### config.mk
export PLATFORM = sky130hd
export DESIGN_NAME = binary_heap_priority_queue_top
export DESIGN_NICKNAME = d
export VERILOG_FILES = /design/src/rtl/core/bhpq_pkg.sv /design/src/rtl/core/bhpq_ram.sv /design/src/rtl/core/binary_heap_priority_queue_top.sv
export SDC_FILE = /design/constraint.sdc
export NUM_CORES = 2
export LEC_CHECK = 0
export BUFFER_PORTS_ARGS = -buffer_cell sky130_fd_sc_hd__buf_2
export CORE_ASPECT_RATIO = 0.5
export CORE_MARGIN = 1
export CORE_UTILIZATION = 55
export DETAILED_ROUTE_END_ITERATION = 10
export PLACE_DENSITY = 0.78
export REMOVE_ABC_BUFFERS = 1
export SETUP_SLACK_MARGIN = 0.4
export SYNTH_ARGS = -nofsm -noshare
export SYNTH_HDL_FRONTEND = slang
export SYNTH_SLANG_ARGS = --single-unit
### constraint.sdc
create_clock -name clock -period 9.1 [get_ports clock]
set_input_delay 1.82 -clock clock [delete_from_list [all_inputs] [get_ports clock]]
set_output_delay 1.82 -clock clock [all_outputs]
set_load 0.02 [all_outputs]
### src/rtl/core/bhpq_pkg.sv
`timescale 1ns / 1ps
// ----------------------------------------------------------------------------
// bhpq_pkg
// Shared types, codes and helpers for the binary heap priority queue.
// ----------------------------------------------------------------------------
package bhpq_pkg;

   localparam int DEPTH_DEFAULT     = 16;
   localparam int KEY_WIDTH_DEFAULT = 32;
   localparam int TAG_WIDTH_DEFAULT = 16;
   localparam int KEY_MAX_WIDTH     = 48;

   localparam int KIND_BITS   = 2;
   localparam int KEY_BITS    = 32;
   localparam int TAG_BITS    = 16;
   localparam int STATUS_BITS = 2;
   localparam int COUNT_BITS  = 5;
   localparam int REQ_BITS    = 56;
   localparam int RSP_BITS    = 56;

   typedef enum logic [1:0] {
      KIND_PUSH   = 2'd0,
      KIND_POP    = 2'd1,
      KIND_REMOVE = 2'd2,
      KIND_PEEK   = 2'd3
   } kind_type;

   typedef enum logic [1:0] {
      STATUS_OK        = 2'd0,
      STATUS_FULL      = 2'd1,
      STATUS_EMPTY     = 2'd2,
      STATUS_NOT_FOUND = 2'd3
   } status_type;

   typedef enum logic [3:0] {
      ST_IDLE,
      ST_RISE,
      ST_RISE_CMP,
      ST_POP_LD,
      ST_SINK,
      ST_SINK_L,
      ST_SINK_R,
      ST_SINK_C,
      ST_SCAN_CMP,
      ST_RM_LD,
      ST_RM_CMP,
      ST_DONE
   } state_type;

   // true when key a is served ahead of key b (strict)
   function automatic logic comes_first(input logic [KEY_MAX_WIDTH-1:0] a,
                                        input logic [KEY_MAX_WIDTH-1:0] b,
                                        input logic                     mode);
      comes_first = mode ? (a > b) : (a < b);
   endfunction

endpackage

### src/rtl/core/bhpq_ram.sv
`timescale 1ns / 1ps
// ----------------------------------------------------------------------------
// bhpq_ram
// Heap entry storage: one write port, one read port, registered read data.
// ----------------------------------------------------------------------------
module bhpq_ram #(
   parameter int ADDR_WIDTH = 4,
   parameter int DATA_WIDTH = 48
) (
   input  logic                  clock,
   input  logic                  wr_en,
   input  logic [ADDR_WIDTH-1:0] wr_addr,
   input  logic [DATA_WIDTH-1:0] wr_data,
   input  logic [ADDR_WIDTH-1:0] rd_addr,
   output logic [DATA_WIDTH-1:0] rd_data
);

   logic [DATA_WIDTH-1:0] mem [2**ADDR_WIDTH];
   logic [DATA_WIDTH-1:0] rd_data_ff;

   always_ff @(posedge clock) begin
      if (wr_en) begin
         mem[wr_addr] <= wr_data;
      end
      rd_data_ff <= mem[rd_addr];
   end

   assign rd_data = rd_data_ff;

endmodule

### src/rtl/core/binary_heap_priority_queue_top.sv
`timescale 1ns / 1ps
// ----------------------------------------------------------------------------
// binary_heap_priority_queue_top
// Array-backed binary heap with push, pop, remove-by-tag and peek requests.
// ----------------------------------------------------------------------------
// One request is handled at a time. The heap sits in a single-port-read,
// single-port-write RAM with registered read data, and every sift step is a
// read followed by a compare and a write, so the cost follows the heap depth.
// Peek, refused requests and a push into an empty heap go straight to the
// done state; push rises level by level, pop sinks level by level, and
// remove scans entries up to the match and then repairs as pop or push does.
// The result sits in an output register, so a new request can be taken
// while the previous result waits for rsp_tready.
module binary_heap_priority_queue_top #(
   parameter int DEPTH     = bhpq_pkg::DEPTH_DEFAULT,
   parameter int KEY_WIDTH = bhpq_pkg::KEY_WIDTH_DEFAULT,
   parameter int TAG_WIDTH = bhpq_pkg::TAG_WIDTH_DEFAULT
) (
   input  logic                          clock,
   input  logic                          reset,
   input  logic                          req_tvalid,
   output logic                          req_tready,
   // kind[1:0], item_key[33:2], item_tag[49:34], zero pad
   input  logic [bhpq_pkg::REQ_BITS-1:0] req_tdata,
   output logic                          rsp_tvalid,
   input  logic                          rsp_tready,
   // status[1:0], top_key[33:2], top_tag[49:34], entry_count[54:50], is_empty[55]
   output logic [bhpq_pkg::RSP_BITS-1:0] rsp_tdata,
   input  logic                          csr_valid,
   output logic                          csr_ready,
   input  logic                          csr_data
);

   import bhpq_pkg::*;

   localparam int AW = $clog2(DEPTH);
   localparam int CW = $clog2(DEPTH + 1);
   localparam int LW = AW + 2;
   localparam int DW = KEY_WIDTH + TAG_WIDTH;

   state_type state_ff, state_in;

   logic                 mode_ff;
   logic [CW-1:0]        cnt_ff, cnt_in;
   logic [AW-1:0]        pos_ff, pos_in;
   logic [AW-1:0]        idx_ff, idx_in;
   logic [AW-1:0]        pick_idx_ff, pick_idx_in;
   logic [KEY_WIDTH-1:0] cur_key_ff, cur_key_in;
   logic [TAG_WIDTH-1:0] cur_tag_ff, cur_tag_in;
   logic [KEY_WIDTH-1:0] pick_key_ff, pick_key_in;
   logic [TAG_WIDTH-1:0] pick_tag_ff, pick_tag_in;
   logic [TAG_WIDTH-1:0] tag_ff, tag_in;
   status_type           status_ff, status_in;
   logic [KEY_WIDTH-1:0] top_key_ff;
   logic [TAG_WIDTH-1:0] top_tag_ff;
   logic                 rsp_valid_ff;
   logic [RSP_BITS-1:0]  rsp_data_ff;

   logic          mem_we;
   logic [AW-1:0] mem_waddr;
   logic [DW-1:0] mem_wdata;
   logic [AW-1:0] mem_raddr;
   logic [DW-1:0] mem_rdata;

   kind_type             req_kind;
   logic [KEY_WIDTH-1:0] req_key;
   logic [TAG_WIDTH-1:0] req_tag;
   logic                 req_fire;
   logic [KEY_WIDTH-1:0] rd_key;
   logic [TAG_WIDTH-1:0] rd_tag;

   logic          is_full, is_none, pos_zero;
   logic [AW-1:0] pos_up, cnt_up;
   logic [LW-1:0] left_w, right_w, cnt_w;
   logic          left_out, right_in;
   logic          up_wins, right_wins, pick_wins, tag_hit, scan_last, hit_tail;
   logic          out_free;

   bhpq_ram #(
      .ADDR_WIDTH (AW),
      .DATA_WIDTH (DW)
   ) u_ram (
      .clock   (clock),
      .wr_en   (mem_we),
      .wr_addr (mem_waddr),
      .wr_data (mem_wdata),
      .rd_addr (mem_raddr),
      .rd_data (mem_rdata)
   );

   assign req_kind = kind_type'(req_tdata[1:0]);
   assign req_key  = KEY_WIDTH'(req_tdata[33:2]);
   assign req_tag  = TAG_WIDTH'(req_tdata[49:34]);
   assign rd_key   = mem_rdata[DW-1:TAG_WIDTH];
   assign rd_tag   = mem_rdata[TAG_WIDTH-1:0];

   assign req_tready = (state_ff == ST_IDLE);
   assign req_fire   = req_tvalid && req_tready;
   assign csr_ready  = 1'b1;
   assign out_free   = !rsp_valid_ff || rsp_tready;

   assign is_full  = (cnt_ff == CW'(DEPTH));
   assign is_none  = (cnt_ff == '0);
   assign pos_zero = (pos_ff == '0);
   assign pos_up   = AW'((pos_ff - AW'(1)) >> 1);
   // parent of the slot a push lands in (cnt_ff < DEPTH there)
   assign cnt_up   = AW'((cnt_ff - CW'(1)) >> 1);
   assign cnt_w    = LW'(cnt_ff);
   assign left_w   = (LW'(pos_ff) << 1) + LW'(1);
   assign right_w  = LW'(idx_ff) + LW'(1);
   assign left_out = (left_w >= cnt_w);
   assign right_in = (right_w < cnt_w);

   assign up_wins    = comes_first(KEY_MAX_WIDTH'(cur_key_ff), KEY_MAX_WIDTH'(rd_key), mode_ff);
   assign right_wins = comes_first(KEY_MAX_WIDTH'(rd_key), KEY_MAX_WIDTH'(pick_key_ff), mode_ff);
   assign pick_wins  = comes_first(KEY_MAX_WIDTH'(pick_key_ff), KEY_MAX_WIDTH'(cur_key_ff),
                                   mode_ff);
   assign tag_hit    = (rd_tag == tag_ff);
   assign scan_last  = ((CW'(idx_ff) + CW'(1)) >= cnt_ff);
   assign hit_tail   = ((CW'(idx_ff) + CW'(1)) == cnt_ff);

   // next state
   always_comb begin
      state_in = state_ff;
      unique case (state_ff)
         ST_IDLE: begin
            if (req_fire) begin
               unique case (req_kind)
                  KIND_PUSH:   state_in = (is_full || is_none) ? ST_DONE : ST_RISE_CMP;
                  KIND_POP:    state_in = is_none ? ST_DONE : ST_POP_LD;
                  KIND_REMOVE: state_in = is_none ? ST_DONE : ST_SCAN_CMP;
                  KIND_PEEK:   state_in = ST_DONE;
                  default:     state_in = ST_DONE;
               endcase
            end
         end
         ST_RISE:     state_in = pos_zero ? ST_DONE : ST_RISE_CMP;
         ST_RISE_CMP: state_in = up_wins ? ST_RISE : ST_DONE;
         ST_POP_LD:   state_in = ST_SINK;
         ST_SINK:     state_in = left_out ? ST_DONE : ST_SINK_L;
         ST_SINK_L:   state_in = right_in ? ST_SINK_R : ST_SINK_C;
         ST_SINK_R:   state_in = ST_SINK_C;
         ST_SINK_C:   state_in = pick_wins ? ST_SINK : ST_DONE;
         ST_SCAN_CMP: begin
            if (tag_hit) begin
               state_in = hit_tail ? ST_DONE : ST_RM_LD;
            end else if (scan_last) begin
               state_in = ST_DONE;
            end
         end
         ST_RM_LD:    state_in = pos_zero ? ST_SINK : ST_RM_CMP;
         ST_RM_CMP:   state_in = up_wins ? ST_RISE : ST_SINK;
         ST_DONE:     state_in = out_free ? ST_IDLE : ST_DONE;
         default:     state_in = ST_IDLE;
      endcase
   end

   // datapath and memory control
   always_comb begin
      cnt_in      = cnt_ff;
      pos_in      = pos_ff;
      idx_in      = idx_ff;
      pick_idx_in = pick_idx_ff;
      cur_key_in  = cur_key_ff;
      cur_tag_in  = cur_tag_ff;
      pick_key_in = pick_key_ff;
      pick_tag_in = pick_tag_ff;
      tag_in      = tag_ff;
      status_in   = status_ff;
      mem_we      = 1'b0;
      mem_waddr   = pos_ff;
      mem_wdata   = {cur_key_ff, cur_tag_ff};
      mem_raddr   = '0;
      unique case (state_ff)
         ST_IDLE: begin
            if (req_fire) begin
               status_in  = STATUS_OK;
               cur_key_in = req_key;
               cur_tag_in = req_tag;
               tag_in     = req_tag;
               unique case (req_kind)
                  KIND_PUSH: begin
                     if (is_full) begin
                        status_in = STATUS_FULL;
                     end else begin
                        cnt_in    = cnt_ff + CW'(1);
                        pos_in    = AW'(cnt_ff);
                        mem_raddr = cnt_up;
                        if (is_none) begin
                           mem_we    = 1'b1;
                           mem_waddr = '0;
                           mem_wdata = {req_key, req_tag};
                        end
                     end
                  end
                  KIND_POP: begin
                     if (is_none) begin
                        status_in = STATUS_EMPTY;
                     end else begin
                        cnt_in    = cnt_ff - CW'(1);
                        mem_raddr = AW'(cnt_ff - CW'(1));
                     end
                  end
                  KIND_REMOVE: begin
                     status_in = STATUS_NOT_FOUND;
                     idx_in    = '0;
                     mem_raddr = '0;
                  end
                  KIND_PEEK: begin
                     status_in = STATUS_OK;
                  end
                  default: begin
                     status_in = STATUS_OK;
                  end
               endcase
            end
         end
         ST_RISE: begin
            if (pos_zero) begin
               mem_we = 1'b1;
            end else begin
               mem_raddr = pos_up;
            end
         end
         ST_RISE_CMP, ST_RM_CMP: begin
            if (up_wins) begin
               mem_we    = 1'b1;
               mem_wdata = mem_rdata;
               pos_in    = pos_up;
            end else if (state_ff == ST_RISE_CMP) begin
               mem_we = 1'b1;
            end
         end
         ST_POP_LD: begin
            cur_key_in = rd_key;
            cur_tag_in = rd_tag;
            pos_in     = '0;
         end
         ST_SINK: begin
            if (left_out) begin
               mem_we = 1'b1;
            end else begin
               mem_raddr = AW'(left_w);
               idx_in    = AW'(left_w);
            end
         end
         ST_SINK_L: begin
            pick_key_in = rd_key;
            pick_tag_in = rd_tag;
            pick_idx_in = idx_ff;
            mem_raddr   = AW'(right_w);
         end
         ST_SINK_R: begin
            if (right_wins) begin
               pick_key_in = rd_key;
               pick_tag_in = rd_tag;
               pick_idx_in = AW'(right_w);
            end
         end
         ST_SINK_C: begin
            mem_we = 1'b1;
            if (pick_wins) begin
               mem_wdata = {pick_key_ff, pick_tag_ff};
               pos_in    = pick_idx_ff;
            end
         end
         ST_SCAN_CMP: begin
            if (tag_hit) begin
               status_in = STATUS_OK;
               cnt_in    = cnt_ff - CW'(1);
               pos_in    = idx_ff;
               mem_raddr = AW'(cnt_ff - CW'(1));
            end else if (!scan_last) begin
               idx_in    = idx_ff + AW'(1);
               mem_raddr = idx_ff + AW'(1);
            end
         end
         ST_RM_LD: begin
            cur_key_in = rd_key;
            cur_tag_in = rd_tag;
            mem_raddr  = pos_up;
         end
         ST_DONE: begin
            status_in = status_ff;
         end
         default: begin
            status_in = status_ff;
         end
      endcase
   end

   always_ff @(posedge clock) begin
      if (reset) begin
         state_ff     <= ST_IDLE;
         cnt_ff       <= '0;
         mode_ff      <= 1'b0;
         rsp_valid_ff <= 1'b0;
      end else begin
         state_ff <= state_in;
         cnt_ff   <= cnt_in;
         if (csr_valid && csr_ready) begin
            mode_ff <= csr_data;
         end
         if (state_ff == ST_DONE && out_free) begin
            rsp_valid_ff <= 1'b1;
         end else if (rsp_tready) begin
            rsp_valid_ff <= 1'b0;
         end
      end
   end

   always_ff @(posedge clock) begin
      pos_ff      <= pos_in;
      idx_ff      <= idx_in;
      pick_idx_ff <= pick_idx_in;
      cur_key_ff  <= cur_key_in;
      cur_tag_ff  <= cur_tag_in;
      pick_key_ff <= pick_key_in;
      pick_tag_ff <= pick_tag_in;
      tag_ff      <= tag_in;
      status_ff   <= status_in;
      // shadow of slot 0 for the result
      if (mem_we && mem_waddr == '0) begin
         top_key_ff <= mem_wdata[DW-1:TAG_WIDTH];
         top_tag_ff <= mem_wdata[TAG_WIDTH-1:0];
      end
      if (state_ff == ST_DONE && out_free) begin
         rsp_data_ff <= {is_none,
                         COUNT_BITS'(cnt_ff),
                         is_none ? TAG_BITS'(0) : TAG_BITS'(top_tag_ff),
                         is_none ? KEY_BITS'(0) : KEY_BITS'(top_key_ff),
                         status_ff};
      end
   end

   assign rsp_tvalid = rsp_valid_ff;
   assign rsp_tdata  = rsp_data_ff;

endmodule

==> results.yml <==
run_status:
  status: "completed"
global_routing:
  global_route_wire_length_before_repair_mm: 181
  gr-total-overflow: 0
  antenna_violations_before_repair: 6
  first_global_vias: 30000
  groute.usage.overall: 0.294
  maximum_number_of_pins_on_one_net_before_global_route_repair: 221
synthesis:
  yosys_warnings: 0
  synth_largest_type_area_fraction: 0.646
  synth_cell_type_count: 72
  synth_top_cell_by_area: "edfxtp_1"
  postSynthRegisterBits: 1009
  postSynthCellCount: 3713
  synth_flop_cell: "edfxtp_1"
  synth-async-reset-ratio: 0
  synth.top_cells.by_area: "edfxtp_1 (65%), nand2_1 (7.6%), nand3_1 (4.6%)"
  synth_edf_count: 950
  sequential_fraction_of_the_synthesis_area: 0.673
  synthesis.area_mm2: 0.0441
  synth_area_per_cell_um2: 11.9
critical_path:
  worst_setup_path_start_kind: "flop"
  end_kind: "flop"
  critPathMostFrequentCell: "buf_4"
  timing.critical_path.cells: "xor2_1 -> nor4_1 -> nand4_1 -> a2111oi_4 -> buf_4 -> a21o_4 -> buf_4 -> nand2_1 -> a31oi_1 -> a22oi_1 -> nand3_1"
  setup.worst_path.class: "flop to flop"
  worstPathMaxFanout: 76
  timing.critical_path.slowest_cell_delay_ns: 1.04
  reg2reg_slack_ns: 3.21
  worstReg2RegStart: "u_ram.rd_data[4]$_DFF_P_"
  cp.arrival_ns: 6.48
  worst_path_max_delay_cell: "nand4_1"
  cp_top_family: "simple AND/OR/NAND/NOR gates"
  startpoint: "u_ram.rd_data[4]$_DFF_P_"
  data_required_time_at_the_worst_endpoint_ns: 9.69
  wp_buf_inv: 2
clock_tree:
  postCtsSetupBuffers: 0
  clockRootBuffer: "clkbuf_16"
  clock_tree.htree_level_count: 3
  cts_hold_buf: 0
  cts.reportedPaths.clkPinSlew_ns: 0.07
  worst_skew_pair.late_latency_ns: 0.67
  cts_buffers: 88
  cts_tree: "built"
  cts_buffer_depth: 3
  post_cts_resized: 0
  clkSinkCount: 1009
sta:
  finalSetupViolCount: 0
  final-max-slew-violation-count: 0
  layout_worst_path_cycle_share: 0.647
  finalHoldViolCount: 0
  grt_setup_unrepaired: "no"
  tns_ns: 0
  worst-slew-pin-transition_ns: 1.22
  fin_worst_skew_ns: 0.0349
  final.min_clock_period_ns: 5.89
  maxSlewHeadroom: 0.188
  maxClockFrequency_mhz: 170
worst_hold_path:
  hold_path.startpoint: "status_ff[1]$_SDFFCE_PP0P_"
  min_path_type: "flop to flop"
detailed_routing:
  routed_wirelength_mm: 122
  total_iterations_of_the_first_detailed_routing_run: 8
  via_per_inst: 6.57
  routedWlPerCell_um: 25.1
  vias: 31800
  drt_iter0_drc: 4586
  postRouteAntennaNets: 0
  number_of_drc_violations_after_detailed_routing: 0
placed_design:
  gp_routability_congestion: 0.915
  placement.io_buffers: 113
  hpwl_mm: 62.7
job:
  timing.max_cap.violations: 0
power_and_ir_drop:
  power_density_mw_per_mm2: 353
  total_leakage_power_nw: 16.9
  peakVddDrop_mv: 0.323
die:
  placementRows: 73
  num_io_pins: 121
  die_w_um: 403
  dieHeight_um: 202
  fp.coreArea_mm2: 0.0795
  die_outline_area_mm2: 0.0815
  start_util: 0.556
cells_and_area:
  finished_core_util: 0.612
  final_common_cell: "edfxtp_1"
  area_delta_synth_final_pct: 10.1
  post_route_cells_drive_above_1_share: 0.0960
  layout_common_cells: "edfxtp_1 (950), nand2_1 (890), nand3_1 (402), a31oi_1 (247)"
  num-nets-final: 3893
[cell usage after synthesis (all sizes together), types with 51 or more instances]
cell type,n
a21oi,100
a22oi,94
a31oi,247
and2,53
buf,114
clkbuf,132
dfxtp,59
edfxtp,950
ha,110
inv,113
nand2,893
nand3,403
nor2,51
o21ai,113
[area by class of cell]
class	count	area [µm²]
Fill cell	5802	30900
Sequential cell	1009	29700
Multi-Input combinational cell	2345	13100
Clock buffer	111	2360
Tap cell	1050	1310
Timing Repair Buffer	164	1010
Clock inverter	51	628
Inverter	113	424
Antenna cell	5	12.5
[sequential cells by signal, summed over array words and instances (netlist names), 4 cells and up]
signal,flops
pick_tag_ff,16
pick_idx_ff,4
u_ram.rd_data,48
cur_tag_ff,16
rsp_tdata,56
u_ram.mem,768
cur_key_ff,32
pick_key_ff,32
cnt_ff,5
state_ff,4
tag_ff,16
idx_ff,4
pos_ff,4
[metal layers]
metal,vias to the layer above,wire length [µm],global-route usage
met5,-,0,0
met4,0,5000,0.124
met3,343,16500,0.0644
met2,2390,54800,0.449
met1,15400,45600,0.409
li1,13800,-,-
[path summary, 6_finish.rpt]
check                                            endpoint  depth (start not counted)
worst max-delay path            u_ram.rd_data[33]$_DFF_P_                         11
worst min-delay path               rsp_tdata[1]$_DFFE_PP_                          0
worst max register to register  u_ram.rd_data[33]$_DFF_P_                         11
worst min register to register     rsp_tdata[1]$_DFFE_PP_                          0
[logic make-up after synthesis]
group                      count (synthesis)  synth area share
other                                      1         0.0000849
adders and majority gates                110            0.0312
muxes                                     21           0.00527
xor gates and xnor gates                  32           0.00635
buffers and inverters                    359            0.0348
AOI/OAI and AO/OA                        685             0.102
DFF                                     1009             0.673
and+or+nand+nor                         1496             0.147
[stage by stage]
stage	worst slack, ns	hold WS (ns)	cells	total power, mW	instance area, µm²
after detailed placement	3.64	0.405	4681	13.1	45600
after CTS	3.60	0.420	4843	17.0	48600
after global placement	3.70	0.415	4681	12.9	45600
after floorplan	-9.97	0.400	3467	11.5	43000
final	3.21	0.419	4848	17.1	48600
after global routing	3.15	0.423	4848	17.9	48600
[power by group]
group	internal, mW	switching, mW	total [mW]	leakage, nW
combinational	1.60	4.32	5.92	6.28
clock	2.17	1.73	3.90	1.43
sequential	6.88	0.439	7.32	9.15
No activity file was read; power rests on OpenSTA's default activity.
